## config.mk

```make
export PLATFORM = sky130hd
export DESIGN_NAME = vfm_front
export DESIGN_NICKNAME = d
export VERILOG_FILES = /design/src/hw/rtl/vfm_pkg.sv /design/src/hw/rtl/vfm_front.sv
export SDC_FILE = /design/constraint.sdc
export NUM_CORES = 1
export LEC_CHECK = 0
export BUFFER_PORTS_ARGS = -buffer_cell sky130_fd_sc_hd__buf_2
export CORE_MARGIN = 2
export CORE_UTILIZATION = 61
export CTS_CLUSTER_DIAMETER = 40
export CTS_CLUSTER_SIZE = 20
export DETAILED_ROUTE_END_ITERATION = 7
export PLACE_DENSITY = 0.84
export SKIP_CTS_REPAIR_TIMING = 1
export SYNTH_ARGS = -nofsm -noshare
export SYNTH_HDL_FRONTEND = slang
export SYNTH_SLANG_ARGS = --single-unit
```

## constraint.sdc

```tcl
create_clock -name i_clk -period 4.4 [get_ports i_clk]
set_input_delay 0.44 -clock i_clk [delete_from_list [all_inputs] [get_ports i_clk]]
set_output_delay 0.44 -clock i_clk [all_outputs]
set_load 0.05 [all_outputs]
```

## src/hw/rtl/vfm_pkg.sv

```systemverilog
// Package with types, constants and tables for the voxel face mesher.
package vfm_pkg;
    localparam int SizeX = 16;
    localparam int SizeY = 16;
    localparam int SizeZ = 16;
    localparam int CW = 4;
    localparam int AW = 3 * CW;
    localparam int QDepth = 4;
    localparam int QAW = $clog2(QDepth);

    typedef enum logic [1:0] {
        REQ_VOXEL   = 2'd0,
        REQ_PALETTE = 2'd1,
        REQ_MESH    = 2'd2,
        REQ_NONE    = 2'd3
    } t_req;

    typedef struct packed {
        logic [1:0] req_type;
        logic [3:0] pos_x;
        logic [3:0] pos_y;
        logic [3:0] pos_z;
        logic [7:0] voxel_type;
        logic [7:0] red_in;
        logic [7:0] green_in;
        logic [7:0] blue_in;
    } t_in_word;

    typedef struct packed {
        logic [4:0] vert_x;
        logic [4:0] vert_y;
        logic [4:0] vert_z;
        logic [7:0] red_out;
        logic [7:0] green_out;
        logic [7:0] blue_out;
        logic [7:0] light;
        logic [2:0] normal;
        logic       last;
    } t_out_word;

    typedef struct packed {
        t_req       req;
        logic [3:0] x;
        logic [3:0] y;
        logic [3:0] z;
        logic [7:0] vt;
        logic [23:0] col;
    } t_cmd;

    typedef enum logic [3:0] {
        S_CLEAR, S_IDLE, S_CENTER, S_NBR, S_FACE, S_LREAD, S_LWAIT, S_EMIT
    } t_state;

    function automatic logic [2:0] face_norm(input logic [2:0] f);
        case (f)
            3'd0: face_norm = 3'd2;
            3'd1: face_norm = 3'd3;
            3'd2: face_norm = 3'd0;
            3'd3: face_norm = 3'd1;
            3'd4: face_norm = 3'd4;
            default: face_norm = 3'd5;
        endcase
    endfunction

    // Corner offsets as {dx, dy, dz} for face f and vertex v.
    function automatic logic [2:0] face_corner(input logic [2:0] f, input logic [2:0] v);
        logic [17:0] row;
        row = 18'd0;
        case (f)
            3'd0: row = {3'b110, 3'b101, 3'b100, 3'b111, 3'b101, 3'b110};
            3'd1: row = {3'b000, 3'b001, 3'b010, 3'b010, 3'b001, 3'b011};
            3'd2: row = {3'b011, 3'b110, 3'b010, 3'b111, 3'b110, 3'b011};
            3'd3: row = {3'b000, 3'b100, 3'b001, 3'b001, 3'b100, 3'b101};
            3'd4: row = {3'b111, 3'b011, 3'b001, 3'b001, 3'b101, 3'b111};
            default: row = {3'b000, 3'b010, 3'b110, 3'b110, 3'b100, 3'b000};
        endcase
        case (v)
            3'd0: face_corner = row[17:15];
            3'd1: face_corner = row[14:12];
            3'd2: face_corner = row[11:9];
            3'd3: face_corner = row[8:6];
            3'd4: face_corner = row[5:3];
            default: face_corner = row[2:0];
        endcase
    endfunction

    function automatic logic [7:0] light_lut(input logic [2:0] n);
        case (n)
            3'd0: light_lut = 8'd0;
            3'd1: light_lut = 8'd42;
            3'd2: light_lut = 8'd85;
            3'd3: light_lut = 8'd127;
            3'd4: light_lut = 8'd170;
            3'd5: light_lut = 8'd212;
            default: light_lut = 8'd255;
        endcase
    endfunction

    // Neighbor step in direction d; o is set when it leaves the grid.
    function automatic logic [AW:0] step(input logic [3:0] x, input logic [3:0] y,
                                         input logic [3:0] z, input logic [2:0] d);
        logic [3:0] nx, ny, nz;
        logic o;
        nx = x; ny = y; nz = z; o = 1'b0;
        case (d)
            3'd0: begin nx = x + 4'd1; o = (x == 4'(SizeX - 1)); end
            3'd1: begin nx = x - 4'd1; o = (x == 4'd0); end
            3'd2: begin ny = y + 4'd1; o = (y == 4'(SizeY - 1)); end
            3'd3: begin ny = y - 4'd1; o = (y == 4'd0); end
            3'd4: begin nz = z + 4'd1; o = (z == 4'(SizeZ - 1)); end
            default: begin nz = z - 4'd1; o = (z == 4'd0); end
        endcase
        step = {o, nz, ny, nx};
    endfunction
endpackage

```

## src/hw/rtl/vfm_front.sv

```systemverilog
// Front part: accepts request words, drops REQ_NONE words and queues commands.
module vfm_front
    import vfm_pkg::*;
(
    input  logic     i_clk,
    input  logic     i_rst_n,
    input  logic     i_valid,
    output logic     o_ready,
    input  t_in_word i_word,
    output logic     o_cmd_valid,
    input  logic     i_cmd_ready,
    output t_cmd     o_cmd
);
    t_cmd r_q [QDepth];
    logic [QAW-1:0] r_wp, r_rp, n_wp, n_rp;
    logic [QAW:0] r_cnt, n_cnt;
    logic take, push, pop;

    assign o_ready = (r_cnt != (QAW+1)'(QDepth));
    assign take = i_valid && o_ready;
    assign push = take && (i_word.req_type != REQ_NONE);
    assign pop = o_cmd_valid && i_cmd_ready;
    assign o_cmd_valid = (r_cnt != '0);
    assign o_cmd = r_q[r_rp];

    always_comb begin
        n_wp = push ? r_wp + 1'b1 : r_wp;
        n_rp = pop ? r_rp + 1'b1 : r_rp;
        n_cnt = r_cnt + (QAW+1)'(push) - (QAW+1)'(pop);
    end

    always_ff @(posedge i_clk) begin
        if (push) begin
            r_q[r_wp] <= '{req: t_req'(i_word.req_type), x: i_word.pos_x, y: i_word.pos_y,
                           z: i_word.pos_z, vt: i_word.voxel_type,
                           col: {i_word.red_in, i_word.green_in, i_word.blue_in}};
        end
        if (!i_rst_n) begin
            r_wp <= '0;
            r_rp <= '0;
            r_cnt <= '0;
        end else begin
            r_wp <= n_wp;
            r_rp <= n_rp;
            r_cnt <= n_cnt;
        end
    end
endmodule

```

==> flow_summary_export.csv <==
group,metric,value,unit
synth,async_reset_ff_share,0,%
route,via_per_inst,5.77,
final_layout,drive_gt1_share,43.7,%
sta,finalHoldViolCount,0,
worst_setup_path,cp_slowest_cell,"dfxtp_4",
synth,netlist_instances,289,
final_layout,diodes,0,
sta,slew-limit-headroom,33.8,%
sta,rsz0062_at_grt,"false",
worst_setup_path,required,3.96,ns
clocking,cts_tree,"done",
grt,grt.total_usage,20.3,%
synth,synth_flop_cell,"edfxtp_1",
power,power_density,632,nW/um^2
synth,ys_types,22,
worst_setup_path,critPathArrivalTime,2.30,ns
worst_setup_path,crit_chain,"mux4_1 -> buf_2",
synth,synth_warnings,0,
sta,holdWs,0.234,ns
clocking,cts_max_level,4,
grt,grt_overflow,0,
final_layout,fin_nets,456,
worst_setup_path,slowest_delay,0.95,ns
sta,fin_skew,0.00632,ns
floorplan,coreArea,11500,um^2
synth,synth_nets,346,
clocking,insertion_delay,0.42,ns
route,wl_per_cell,21.4,um
power,totalPowerFinal,5.32,mW
clocking,cts_num_sinks,193,
sta,drv_slew,0,
route,drt-initial-drc-count,221,
floorplan,rows,39,
route,drt_wl_total,11900,um
placed_design,place.gp.congestion,0.714,
route,firstDrtPassIters,5,
worst_setup_path,worst_setup_path_start_kind,"flop",
power,power_leakage,2.87,nW
worst_setup_path,end_kind,"output pin",
synth,netlist_area,7190,um^2
sta,finalSetupViolations,0,
synth,synth_seq_cells,193,
final_layout,final_common_cell,"edfxtp_1",
route,drc,0,
worst_setup_path,crit_fanout,46,
clocking,clockRootBuffer,"clkbuf_16",
worst_setup_path,reg2reg_depth,4,
sta,fin_crit,2.74,ns
run,cap_violations,0,
grt,grt_pass1_wl,18400,um
hold_path,hp-class,"in2reg",
grt,grt_max_degree,47,
floorplan,die_area,12700,um^2
floorplan,die_x,113,um
floorplan,start_util,62.7,%
grt,grt_antenna_before_repair,1,
clocking,cts.path.max_buffers,2,
synth,synth_edf_count,184,
clocking,cts_buffers,17,
final_layout,num-fill-cells,621,
sta,fmax,0.364,GHz
placed_design,dp_hpwl,7380,um
route,vias,3202,
floorplan,ioPinCount,98,
route,antenna_left,0,
clocking,clk_pin_slew_worst_paths,0.07,ns
outcome,outcome,"finished, final reports clean",
power,ir_drop,0.527,mV
placed_design,port_buffers,97,
sta,tns,0,ns
final_layout,areaGrowthSynthToFinish,17.1,%
hold_path,hold_depth,1,
final_layout,final_cell_mix,"edfxtp_1 (184), buf_2 (97), mux4_2 (40), clkbuf_16 (17), dfxtp_1 (7)",
floorplan,dieHeight,113,um
sta,finalCritPeriodShare,62.4,%
synth,seq_area_frac_synth,79.3,%
sta,worst_pin_slew,0.993,ns
worst_setup_path,crit_type,"reg2out",
grt,grt_pass1_vias,3332,
synth,syn_area_per_cell,24.9,um^2
[cell type report]
cell class | count | area [um^2] | share of cell area [%]
flip-flops and latches | 193 | 5710 | 67.8
multi-input cells | 79 | 1350 | 16.0
repair buffers | 102 | 523 | 6.21
clock buffers | 20 | 457 | 5.42
clock inverters | 12 | 180 | 2.14
well taps | 143 | 179 | 2.12
inverters | 6 | 22.5 | 0.267
[worst max-delay path, delay by kind of cell, from the launching register on]
kind	cells	cell delay, ns
buffers and inverters	1	0.24
DFF	1	0.95
muxes	1	0.69
[cells in the mapped netlist, drive strengths merged (2+ instances only)]
library cell	n	area share, %
edfxtp	184	77
mux4	46	15
buf	9	1.5
dfxtp	9	2.5
and2	7	0.61
ha	6	1.0
inv	6	0.31
nand2	5	0.26
xnor2	4	0.49
nor2b	3	0.26
clkbuf	2	0.12
mux2i	2	0.28
[through the flow]
| step | area [um^2] | std cells | setup WS [ns] | util (%) |
|---|---|---|---|---|
| after floorplan | 7190 | 289 | 1.96 | - |
| after global placement | 7780 | 523 | 1.86 | 67.9 |
| after detailed placement | 7780 | 523 | 1.82 | 67.9 |
| after CTS | 8420 | 555 | 1.57 | 73.4 |
| after global routing | 8420 | 555 | 1.48 | 73.4 |
| final | 8420 | 555 | 1.66 | 73.4 |
[where the power goes]
part	switching, mW	internal [mW]
registers	0.157	2.17
clock network	0.618	0.984
logic	0.928	0.463
[logic make-up after synthesis]
logic type	synth area share [%]
flops	79.3
fa+ha+maj	1.32
mux	15.0
buf+inv	1.98
xor+xnor	0.487
simple gates	1.27
compound gates	0.609
[sequential cells by signal (all words and copies together) (netlist names), named ones only]
signal / cells
r_cnt: 3
r_wp: 2
r_q: 184
r_rp: 2
[worst paths after layout]
| check | startpoint | to | slack (ns) |
|---|---|---|---|
| max reg2reg | r_cnt[1] | r_q[3][7] | 1.90 |
| max | flop | o_cmd[42] | 1.66 |
| min reg2reg | r_wp[0] | r_wp[0] | 0.53 |
| min | i_word[38] | r_q[3][38] | 0.23 |
[per-layer routing]
layer	global-route usage, %	part of all wire, %	vias to the layer above
met5	0	0.11	-
met2	31.5	51	92
met4	8.37	2.0	2
met3	7.18	5.8	21
met1	26.8	41	1649
li1	-	-	1438
Power figures use the tool's default switching activity.
